**src/rtl/core/tbr_pkg.sv**
```systemverilog
// ----------------------------------------------------------------------------
// tbr_pkg
// Shared types and codes for the trial-boot rollback supervisor.
// ----------------------------------------------------------------------------
package tbr_pkg;

   // Event opcodes
   localparam logic [2:0] OP_LOAD         = 3'd0;
   localparam logic [2:0] OP_BOOT_REQ     = 3'd1;
   localparam logic [2:0] OP_HEALTH       = 3'd2;
   localparam logic [2:0] OP_CONFIRM      = 3'd3;
   localparam logic [2:0] OP_FAULT        = 3'd4;
   localparam logic [2:0] OP_RB_START     = 3'd5;
   localparam logic [2:0] OP_RB_COMPLETE  = 3'd6;

   // Record state codes
   localparam logic [2:0] ST_OTHER        = 3'd0;
   localparam logic [2:0] ST_CONFIRMED    = 3'd1;
   localparam logic [2:0] ST_TRIAL        = 3'd2;
   localparam logic [2:0] ST_PENDING      = 3'd3;
   localparam logic [2:0] ST_ROLLING      = 3'd4;

   // Result codes
   localparam logic [2:0] RC_OK           = 3'd0;
   localparam logic [2:0] RC_NOT_READY    = 3'd1;
   localparam logic [2:0] RC_BAD_STATE    = 3'd2;
   localparam logic [2:0] RC_BOOT_JUMP    = 3'd3;
   localparam logic [2:0] RC_BOOT_ROLLBACK = 3'd4;
   localparam logic [2:0] RC_BOOT_INVALID = 3'd5;

   // Config register indexes
   localparam logic [1:0] CSR_MAX_TRIAL   = 2'd0;
   localparam logic [1:0] CSR_CONFIRM_MS  = 2'd1;
   localparam logic [1:0] CSR_LIMIT_CODE  = 2'd2;

   localparam logic [4:0] ALL_HEALTHY     = 5'h1f;

   // Config register reset values
   localparam logic [7:0]  MAX_TRIAL_RST  = 8'd3;
   localparam logic [31:0] CONFIRM_MS_RST = 32'd30000;
   localparam logic [31:0] LIMIT_CODE_RST = 32'd1;

   typedef struct packed {
      logic [7:0]  max_trial_boots;
      logic [31:0] confirm_time_ms;
      logic [31:0] boot_limit_code;
   } cfg_type;

   typedef struct packed {
      logic [2:0]  result_code;
      logic [2:0]  out_state;
      logic [7:0]  out_trial_count;
      logic [31:0] out_error;
      logic [31:0] out_active_version;
      logic [31:0] out_confirmed_counter;
   } rsp_type;

endpackage

```
**src/rtl/core/tbr_csr.sv**
```systemverilog
// ----------------------------------------------------------------------------
// tbr_csr
// Configuration registers; writes to unused indexes are dropped.
// ----------------------------------------------------------------------------
module tbr_csr (
   input  logic             clock,
   input  logic             reset,
   input  logic             csr_valid,
   output logic             csr_ready,
   input  logic [1:0]       csr_index,
   input  logic [31:0]      csr_data,
   output tbr_pkg::cfg_type cfg
);

   tbr_pkg::cfg_type cfg_ff;
   tbr_pkg::cfg_type cfg_in;

   assign csr_ready = 1'b1;

   // register write decode
   always_comb begin
      cfg_in = cfg_ff;
      if (csr_valid) begin
         case (csr_index)
            tbr_pkg::CSR_MAX_TRIAL:  cfg_in.max_trial_boots = csr_data[7:0];
            tbr_pkg::CSR_CONFIRM_MS: cfg_in.confirm_time_ms = csr_data;
            tbr_pkg::CSR_LIMIT_CODE: cfg_in.boot_limit_code = csr_data;
            default: ;
         endcase
      end
   end

   always_ff @(posedge clock) begin
      if (reset) begin
         cfg_ff.max_trial_boots <= tbr_pkg::MAX_TRIAL_RST;
         cfg_ff.confirm_time_ms <= tbr_pkg::CONFIRM_MS_RST;
         cfg_ff.boot_limit_code <= tbr_pkg::LIMIT_CODE_RST;
      end else begin
         cfg_ff <= cfg_in;
      end
   end

   assign cfg = cfg_ff;

endmodule

```
**src/rtl/core/tbr_engine.sv**
```systemverilog
// ----------------------------------------------------------------------------
// tbr_engine
// Update record registers and the combinational event update.
// ----------------------------------------------------------------------------
module tbr_engine (
   input  logic             clock,
   input  logic             reset,
   input  tbr_pkg::cfg_type cfg,
   input  logic             accept,
   input  logic [2:0]       req_op,
   input  logic [31:0]      req_uptime_ms,
   input  logic [4:0]       req_health_flags,
   input  logic [31:0]      req_fault_code,
   input  logic [2:0]       req_load_state,
   input  logic [7:0]       req_load_trial_count,
   input  logic [31:0]      req_load_version,
   input  logic [31:0]      req_load_counter,
   output tbr_pkg::rsp_type result
);

   logic [2:0]  state_ff,  state_in;
   logic [7:0]  trial_ff,  trial_in;
   logic [31:0] err_ff,    err_in;
   logic [31:0] active_ff, active_in;
   logic [31:0] ccnt_ff,   ccnt_in;
   logic [31:0] sver_ff,   sver_in;
   logic [31:0] scnt_ff,   scnt_in;
   logic [2:0]  rc;

   // event decode and record update
   always_comb begin
      state_in  = state_ff;
      trial_in  = trial_ff;
      err_in    = err_ff;
      active_in = active_ff;
      ccnt_in   = ccnt_ff;
      sver_in   = sver_ff;
      scnt_in   = scnt_ff;
      rc        = tbr_pkg::RC_BAD_STATE;
      case (req_op)
         tbr_pkg::OP_LOAD: begin
            state_in = (req_load_state inside {[tbr_pkg::ST_OTHER:tbr_pkg::ST_ROLLING]}) ?
                       req_load_state : tbr_pkg::ST_OTHER;
            trial_in = req_load_trial_count;
            sver_in  = req_load_version;
            scnt_in  = req_load_counter;
            err_in   = 32'd0;
            rc       = tbr_pkg::RC_OK;
         end
         tbr_pkg::OP_BOOT_REQ: begin
            if (state_ff != tbr_pkg::ST_TRIAL) begin
               rc = tbr_pkg::RC_BOOT_INVALID;
            end else if (trial_ff >= cfg.max_trial_boots) begin
               state_in = tbr_pkg::ST_PENDING;
               err_in   = cfg.boot_limit_code;
               rc       = tbr_pkg::RC_BOOT_ROLLBACK;
            end else begin
               trial_in = trial_ff + 8'd1;
               rc       = tbr_pkg::RC_BOOT_JUMP;
            end
         end
         tbr_pkg::OP_HEALTH: begin
            rc = (req_uptime_ms >= cfg.confirm_time_ms &&
                  req_health_flags == tbr_pkg::ALL_HEALTHY) ?
                 tbr_pkg::RC_OK : tbr_pkg::RC_NOT_READY;
         end
         tbr_pkg::OP_CONFIRM: begin
            if (state_ff == tbr_pkg::ST_TRIAL) begin
               state_in  = tbr_pkg::ST_CONFIRMED;
               active_in = sver_ff;
               ccnt_in   = scnt_ff;
               trial_in  = 8'd0;
               err_in    = 32'd0;
               rc        = tbr_pkg::RC_OK;
            end
         end
         tbr_pkg::OP_FAULT: begin
            if (state_ff == tbr_pkg::ST_TRIAL) begin
               state_in = tbr_pkg::ST_PENDING;
               err_in   = req_fault_code;
               rc       = tbr_pkg::RC_OK;
            end
         end
         tbr_pkg::OP_RB_START: begin
            if (state_ff == tbr_pkg::ST_ROLLING) begin
               rc = tbr_pkg::RC_OK;
            end else if (state_ff == tbr_pkg::ST_PENDING) begin
               state_in = tbr_pkg::ST_ROLLING;
               rc       = tbr_pkg::RC_OK;
            end
         end
         tbr_pkg::OP_RB_COMPLETE: begin
            if (state_ff == tbr_pkg::ST_ROLLING) begin
               state_in = tbr_pkg::ST_CONFIRMED;
               trial_in = 8'd0;
               err_in   = 32'd0;
               rc       = tbr_pkg::RC_OK;
            end
         end
         default: ;
      endcase
   end

   // record registers, updated only on an accepted transaction
   always_ff @(posedge clock) begin
      if (reset) begin
         state_ff  <= tbr_pkg::ST_CONFIRMED;
         trial_ff  <= 8'd0;
         err_ff    <= 32'd0;
         active_ff <= 32'd0;
         ccnt_ff   <= 32'd0;
         sver_ff   <= 32'd0;
         scnt_ff   <= 32'd0;
      end else if (accept) begin
         state_ff  <= state_in;
         trial_ff  <= trial_in;
         err_ff    <= err_in;
         active_ff <= active_in;
         ccnt_ff   <= ccnt_in;
         sver_ff   <= sver_in;
         scnt_ff   <= scnt_in;
      end
   end

   // result snapshot reflects the record after the event
   always_comb begin
      result.result_code           = rc;
      result.out_state             = state_in;
      result.out_trial_count       = trial_in;
      result.out_error             = err_in;
      result.out_active_version    = active_in;
      result.out_confirmed_counter = ccnt_in;
   end

`ifndef SYNTH
   a_state_legal: assert property (@(posedge clock) disable iff (reset)
      state_ff <= tbr_pkg::ST_ROLLING)
      else $error("record state out of range");

   a_boot_jump: assert property (@(posedge clock) disable iff (reset)
      accept && req_op == tbr_pkg::OP_BOOT_REQ && state_ff == tbr_pkg::ST_TRIAL &&
      trial_ff < cfg.max_trial_boots
      |=> trial_ff == $past(trial_ff) + 8'd1)
      else $error("boot jump did not advance trial count");

   a_confirm: assert property (@(posedge clock) disable iff (reset)
      accept && req_op == tbr_pkg::OP_CONFIRM && state_ff == tbr_pkg::ST_TRIAL
      |=> state_ff == tbr_pkg::ST_CONFIRMED && active_ff == $past(sver_ff) &&
          ccnt_ff == $past(scnt_ff))
      else $error("confirm did not promote staged image");
`endif

endmodule

```
**src/rtl/core/tbr_rsp_buf.sv**
```systemverilog
// ----------------------------------------------------------------------------
// tbr_rsp_buf
// Two-entry result buffer: output register plus skid slot.
// ----------------------------------------------------------------------------
module tbr_rsp_buf (
   input  logic             clock,
   input  logic             reset,
   input  logic             push,
   input  tbr_pkg::rsp_type push_data,
   output logic             not_full,
   output logic             rsp_valid,
   input  logic             rsp_ready,
   output tbr_pkg::rsp_type rsp_data
);

   logic [1:0]       count_ff, count_in;
   tbr_pkg::rsp_type slot0_ff, slot0_in;
   tbr_pkg::rsp_type slot1_ff, slot1_in;
   logic             pop;

   assign rsp_valid = (count_ff != 2'd0);
   assign not_full  = (count_ff != 2'd2);
   assign pop       = rsp_valid & rsp_ready;
   assign rsp_data  = slot0_ff;

   // slot steering
   always_comb begin
      slot0_in = slot0_ff;
      slot1_in = slot1_ff;
      count_in = count_ff + {1'b0, push} - {1'b0, pop};
      if (count_ff == 2'd2 && pop) begin
         slot0_in = slot1_ff;
      end
      if (push) begin
         if (count_ff == 2'd0 || (count_ff == 2'd1 && pop)) begin
            slot0_in = push_data;
         end else begin
            slot1_in = push_data;
         end
      end
   end

   always_ff @(posedge clock) begin
      if (reset) begin
         count_ff <= 2'd0;
      end else begin
         count_ff <= count_in;
      end
   end

   always_ff @(posedge clock) begin
      slot0_ff <= slot0_in;
      slot1_ff <= slot1_in;
   end

`ifndef SYNTH
   a_count_range: assert property (@(posedge clock) disable iff (reset)
      count_ff != 2'd3)
      else $error("result buffer count overflow");

   a_no_push_full: assert property (@(posedge clock) disable iff (reset)
      push |-> count_ff != 2'd2)
      else $error("push into full result buffer");

   a_skid_shift: assert property (@(posedge clock) disable iff (reset)
      count_ff == 2'd2 && pop |=> slot0_ff == $past(slot1_ff))
      else $error("skid entry not moved to output");
`endif

endmodule

```
**src/rtl/core/trial_boot_rollback_fsm_top.sv**
```systemverilog
// ----------------------------------------------------------------------------
// trial_boot_rollback_fsm_top
// Trial-boot supervisor for A/B firmware updates.
//
//   channel  direction  handshake              payload
//   req      in         req_valid/req_ready    op, uptime, flags, fault, load_*
//   rsp      out        rsp_valid/rsp_ready    result code and record snapshot
//   csr      in         csr_valid/csr_ready    csr_index, csr_data
//
// One transaction per cycle while req_ready is high; the record updates at
// the accept edge, where the result is also written into the result buffer.
// A two-entry result buffer keeps req_ready high while one result waits;
// req_ready drops only when both entries are held.
// Synchronous reset restores the confirmed record and the default config.
// ----------------------------------------------------------------------------
module trial_boot_rollback_fsm_top (
   input  logic        clock,
   input  logic        reset,
   input  logic        req_valid,
   output logic        req_ready,
   input  logic [2:0]  req_op,
   input  logic [31:0] req_uptime_ms,
   input  logic [4:0]  req_health_flags,
   input  logic [31:0] req_fault_code,
   input  logic [2:0]  req_load_state,
   input  logic [7:0]  req_load_trial_count,
   input  logic [31:0] req_load_version,
   input  logic [31:0] req_load_counter,
   output logic        rsp_valid,
   input  logic        rsp_ready,
   output logic [2:0]  rsp_result_code,
   output logic [2:0]  rsp_out_state,
   output logic [7:0]  rsp_out_trial_count,
   output logic [31:0] rsp_out_error,
   output logic [31:0] rsp_out_active_version,
   output logic [31:0] rsp_out_confirmed_counter,
   input  logic        csr_valid,
   output logic        csr_ready,
   input  logic [1:0]  csr_index,
   input  logic [31:0] csr_data
);

   tbr_pkg::cfg_type cfg;
   tbr_pkg::rsp_type result;
   tbr_pkg::rsp_type rsp_data;
   logic             accept;
   logic             not_full;

   assign req_ready = not_full;
   assign accept    = req_valid & not_full;

   // configuration registers
   tbr_csr u_csr (
      .clock     (clock),
      .reset     (reset),
      .csr_valid (csr_valid),
      .csr_ready (csr_ready),
      .csr_index (csr_index),
      .csr_data  (csr_data),
      .cfg       (cfg)
   );

   // record and event update
   tbr_engine u_engine (
      .clock                (clock),
      .reset                (reset),
      .cfg                  (cfg),
      .accept               (accept),
      .req_op               (req_op),
      .req_uptime_ms        (req_uptime_ms),
      .req_health_flags     (req_health_flags),
      .req_fault_code       (req_fault_code),
      .req_load_state       (req_load_state),
      .req_load_trial_count (req_load_trial_count),
      .req_load_version     (req_load_version),
      .req_load_counter     (req_load_counter),
      .result               (result)
   );

   // result buffer
   tbr_rsp_buf u_rsp_buf (
      .clock     (clock),
      .reset     (reset),
      .push      (accept),
      .push_data (result),
      .not_full  (not_full),
      .rsp_valid (rsp_valid),
      .rsp_ready (rsp_ready),
      .rsp_data  (rsp_data)
   );

   assign rsp_result_code           = rsp_data.result_code;
   assign rsp_out_state             = rsp_data.out_state;
   assign rsp_out_trial_count       = rsp_data.out_trial_count;
   assign rsp_out_error             = rsp_data.out_error;
   assign rsp_out_active_version    = rsp_data.out_active_version;
   assign rsp_out_confirmed_counter = rsp_data.out_confirmed_counter;

endmodule
```
**config.mk**
```make
export PLATFORM = sky130hd
export DESIGN_NAME = trial_boot_rollback_fsm_top
export DESIGN_NICKNAME = d
export VERILOG_FILES = /design/src/rtl/core/tbr_pkg.sv /design/src/rtl/core/tbr_csr.sv /design/src/rtl/core/tbr_engine.sv /design/src/rtl/core/tbr_rsp_buf.sv /design/src/rtl/core/trial_boot_rollback_fsm_top.sv
export SDC_FILE = /design/constraint.sdc
export NUM_CORES = 1
export LEC_CHECK = 0
export ABC_AREA = 1
export ABC_CLOCK_PERIOD_IN_PS = 7400
export BUFFER_PORTS_ARGS = -buffer_cell sky130_fd_sc_hd__buf_2
export CORE_ASPECT_RATIO = 0.5
export CORE_UTILIZATION = 50
export DETAILED_ROUTE_END_ITERATION = 6
export GPL_TIMING_DRIVEN = 0
export PLACE_DENSITY = 0.74
export SLEW_MARGIN = 20
export SYNTH_ARGS = -nofsm -noshare
export SYNTH_HDL_FRONTEND = slang
export SYNTH_SLANG_ARGS = --single-unit
```
**constraint.sdc**
```tcl
create_clock -name clock -period 7.4 [get_ports clock]
set_clock_uncertainty 0.2 [all_clocks]
set_input_delay 1.48 -clock clock [delete_from_list [all_inputs] [get_ports clock]]
set_output_delay 1.48 -clock clock [all_outputs]
set_load 0.005 [all_outputs]
```
==> metrics <==
maximum number of pins on one net before global-route repair=20; router iterations before antenna repair=5; portion of the clock cycle consumed by the worst path in the final layout=0.4988; fraction of layout cells with a size suffix above 1=0.1568; arrival time at the worst endpoint=3740 ps; number of buffers inserted for hold repair after clock tree synthesis=0; critical path launch point type=primary input; power density over cell area=321.5 nW/um^2; number of primary I/O pins=299; total number of clock tree sinks=465; CTS tree=built; global placer's final weighted congestion=0.9040; Post-synth EDFFs=110; detailed-route DRC error count=0; mean routed wirelength per cell=17.37 um; instance count after placement with tap cells included=3312; number of slew-limit violations in the final report=0; Cell variety after synth=36; VDD IR-drop max=166.2 uV; die outline height=142.4 um; Die Footprint=40300 sq um; actual transition at the worst max-transition pin=909.6 ps; total nets after synthesis=2709; worst setup path class=in2reg; run status=finished, final reports clean; source-to-sink clock delay at the later pin of the worst-skew pair=560 ps; highest net fanout along the worst path=17; final number of setup-violating endpoints=0; required time of the worst setup path=7450 ps; share of the yosys chip area belonging to registers=0.5278; Clk pin slew, worst setup/hold paths=60 ps; MaxCap Viol Count=0; final net count=3054; post-route antenna net violation count=0; number of rows created at floorplan=51; synthesized instance count=2480; average cell area after synthesis=7.954 sq um; standby leakage power=0.01144 uW; CTS H-tree depth=2; total count of hold-check failures in the final report=0; layout overhead on the synthesized area=18.89%; total number of yosys warnings=0; Pwr Total=7539 uW; share of flip-flops with an asynchronous set or reset=0; library cell contributing the largest single delay on the critical path=nor2_4; cell at the root of the clock tree=clkbuf_16; Chip Width=282.9 um; Min Clock Period, post-route=3691 ps; Bufs on Longest Clock Path=3; area of the core=38860 sq um; largest stage delay on the critical path=620 ps; hpwl dp=42720 um; Storage cell area=10410 sq um; Synth Flop Type=dfxtp_1; count of cells resized by post-cts repair=0; via total after detailed routing=18010; number of DRC markers in iteration 0=1773; global-route usage over all layers=0.2882; Min-Delay Path Class=reg2reg; PortBufs=296; first-pass GRT wire length=89290 um; Max Clk Rate=0.2709 GHz; cts bufs inserted=41; Post-Route Utilization=0.6035; area of the mapped netlist=19730 sq um; via count normalized by instance count=5.311; most prevalent standard cell on the critical path=buf_2; worst-case headroom to the max-slew limit=0.3936; total grt overflow=0; number of buffers added for setup after CTS=0; final cell count without fillers=3390; fillcell total=3432; area taken by multi-input logic gates=7498 sq um; unrepaired setup endpoints after global routing=false; kind of capture point of the worst setup path=flop; number of storage elements in the synthesis netlist=465; crit path cell chain=buf_2 > nand2_1 > buf_2 > buf_2 > clkbuf_1 > nor2_4 > buf_16 > buf_16 > buf_8; overall routed net length=58870 um; Starting Density=0.5076; initial antenna violation count=4; vias in the first global route=16530
cells by family (layout without fill, tap and decap cells):
kind of cell / Yosys count / count (layout) / share of synthesized area
other: 1 / 4 / 0.0001901
XOR/XNOR: 1 / 1 / 0.0004441
flip-flops: 465 / 465 / 0.5278
AO/OA/AOI/OAI: 654 / 654 / 0.1736
AND/OR/NAND/NOR: 844 / 844 / 0.1782
buffers and inverters: 472 / 849 / 0.09248
adder cells (fa/ha/maj): 43 / 43 / 0.02728
layout make-up:
class / count / area share
multi-input cells: 1543 / 0.3197
repair buffers: 302 / 0.06968
clock inverters: 16 / 0.008857
plain buffers: 151 / 0.02641
well taps: 530 / 0.02828
clock buffers: 59 / 0.05143
diodes: 3 / 0.0003201
inverters: 321 / 0.05138
flip-flops and latches: 465 / 0.4439
state kept, by name, indices dropped and copies added (netlist names):
register,count
u_engine.state_ff,3
u_engine.ccnt_ff,32
u_engine.sver_ff,32
u_engine.scnt_ff,32
u_engine.err_ff,32
u_csr.cfg,72
u_engine.active_ff,32
u_engine.trial_ff,8
u_rsp_buf.count_ff,2
u_rsp_buf.rsp_data,110
u_rsp_buf.slot1_ff,110
worst paths after layout:
check | from | endpoint | slack (ps) | depth (start not counted)
hold / removal | u_csr.cfg[47] | u_csr.cfg[47] | 260 | 2
hold reg to reg | u_csr.cfg[47] | u_csr.cfg[47] | 260 | 2
setup reg to reg | u_rsp_buf.count_ff[0] | u_rsp_buf.slot1_ff[37] | 4080 | 10
setup / recovery | req_valid | u_rsp_buf.slot1_ff[37] | 3710 | 9
per-layer routing:
layer  vias up  wire (um)  track usage
met5         -         17            0
met4         2       2308       0.1249
met1      8376      24900       0.3786
met3       130       4314      0.04005
met2       716      27330       0.4761
li1       8781          -            -
cells in the mapped netlist, types with 4 or more instances:
cell type	count	area, sq um
a21oi_1	134	670.6
buf_1	8	30.03
buf_2	23	115.1
clkbuf_1	115	431.7
clkinv_1	4	15.01
dfxtp_1	355	7107
edfxtp_1	110	3303
ha_1	43	538.0
inv_1	313	1175
inv_2	4	15.01
nand2_1	309	1160
nand3_1	77	385.4
nand3_2	23	230.2
nand4_1	14	87.58
nor2_1	392	1471
o211ai_1	27	202.7
o21ai_0	359	1797
o21ai_1	84	420.4
o21bai_1	5	37.54
o22ai_1	36	225.2
or2_2	19	118.9
layout by cell type (no fill, tap or decap), types with 2 or more instances in the layout:
cell,count
a21boi_0,2
a21o_1,2
a21oi_1,134
buf_1,8
buf_16,5
buf_2,319
buf_4,2
buf_6,2
bufinv_16,4
clkbuf_1,124
clkbuf_16,43
clkbuf_8,7
clkinv_1,4
clkinv_2,6
clkinv_4,2
clkinvlp_4,2
dfxtp_1,355
diode_2,3
edfxtp_1,110
ha_1,43
inv_1,313
inv_2,4
nand2_1,309
nand2_2,2
nand3_1,77
nand3_2,23
nand3b_1,2
nand4_1,14
nor2_1,391
nor2_2,3
nor3_1,2
o2111ai_1,2
o211ai_1,27
o21a_1,2
o21ai_0,359
o21ai_1,84
o21bai_1,5
o22ai_1,36
or2_2,19
per-stage QoR:
stage | instance area [sq um] | hold WS (ps) | setup TNS, ps | setup slack (ps)
final | 23450 | 258.3 | 0 | 3709
after global routing | 23450 | 293.3 | 0 | 3612
after CTS | 23440 | 262.2 | 0 | 3703
after detailed placement | 22030 | 253.9 | 0 | 3130
after global placement | 21870 | 249.2 | -48900 | -451.0
after floorplan | 19730 | 233.1 | 0 | 1796
worst max-delay path, delay by kind of cell:
family / cells / cell delay (ps)
AND/OR/NAND/NOR: 2 / 740
buffers and inverters: 7 / 1500
power breakdown:
part           total, uW  leakage (uW)  switching [uW]  internal, uW
logic               1850       0.00679            1160           688
registers           3420       0.00396             251          3160
clock network       2270      0.000691             987          1290
Note: power is estimated with default switching activity, not from simulation.
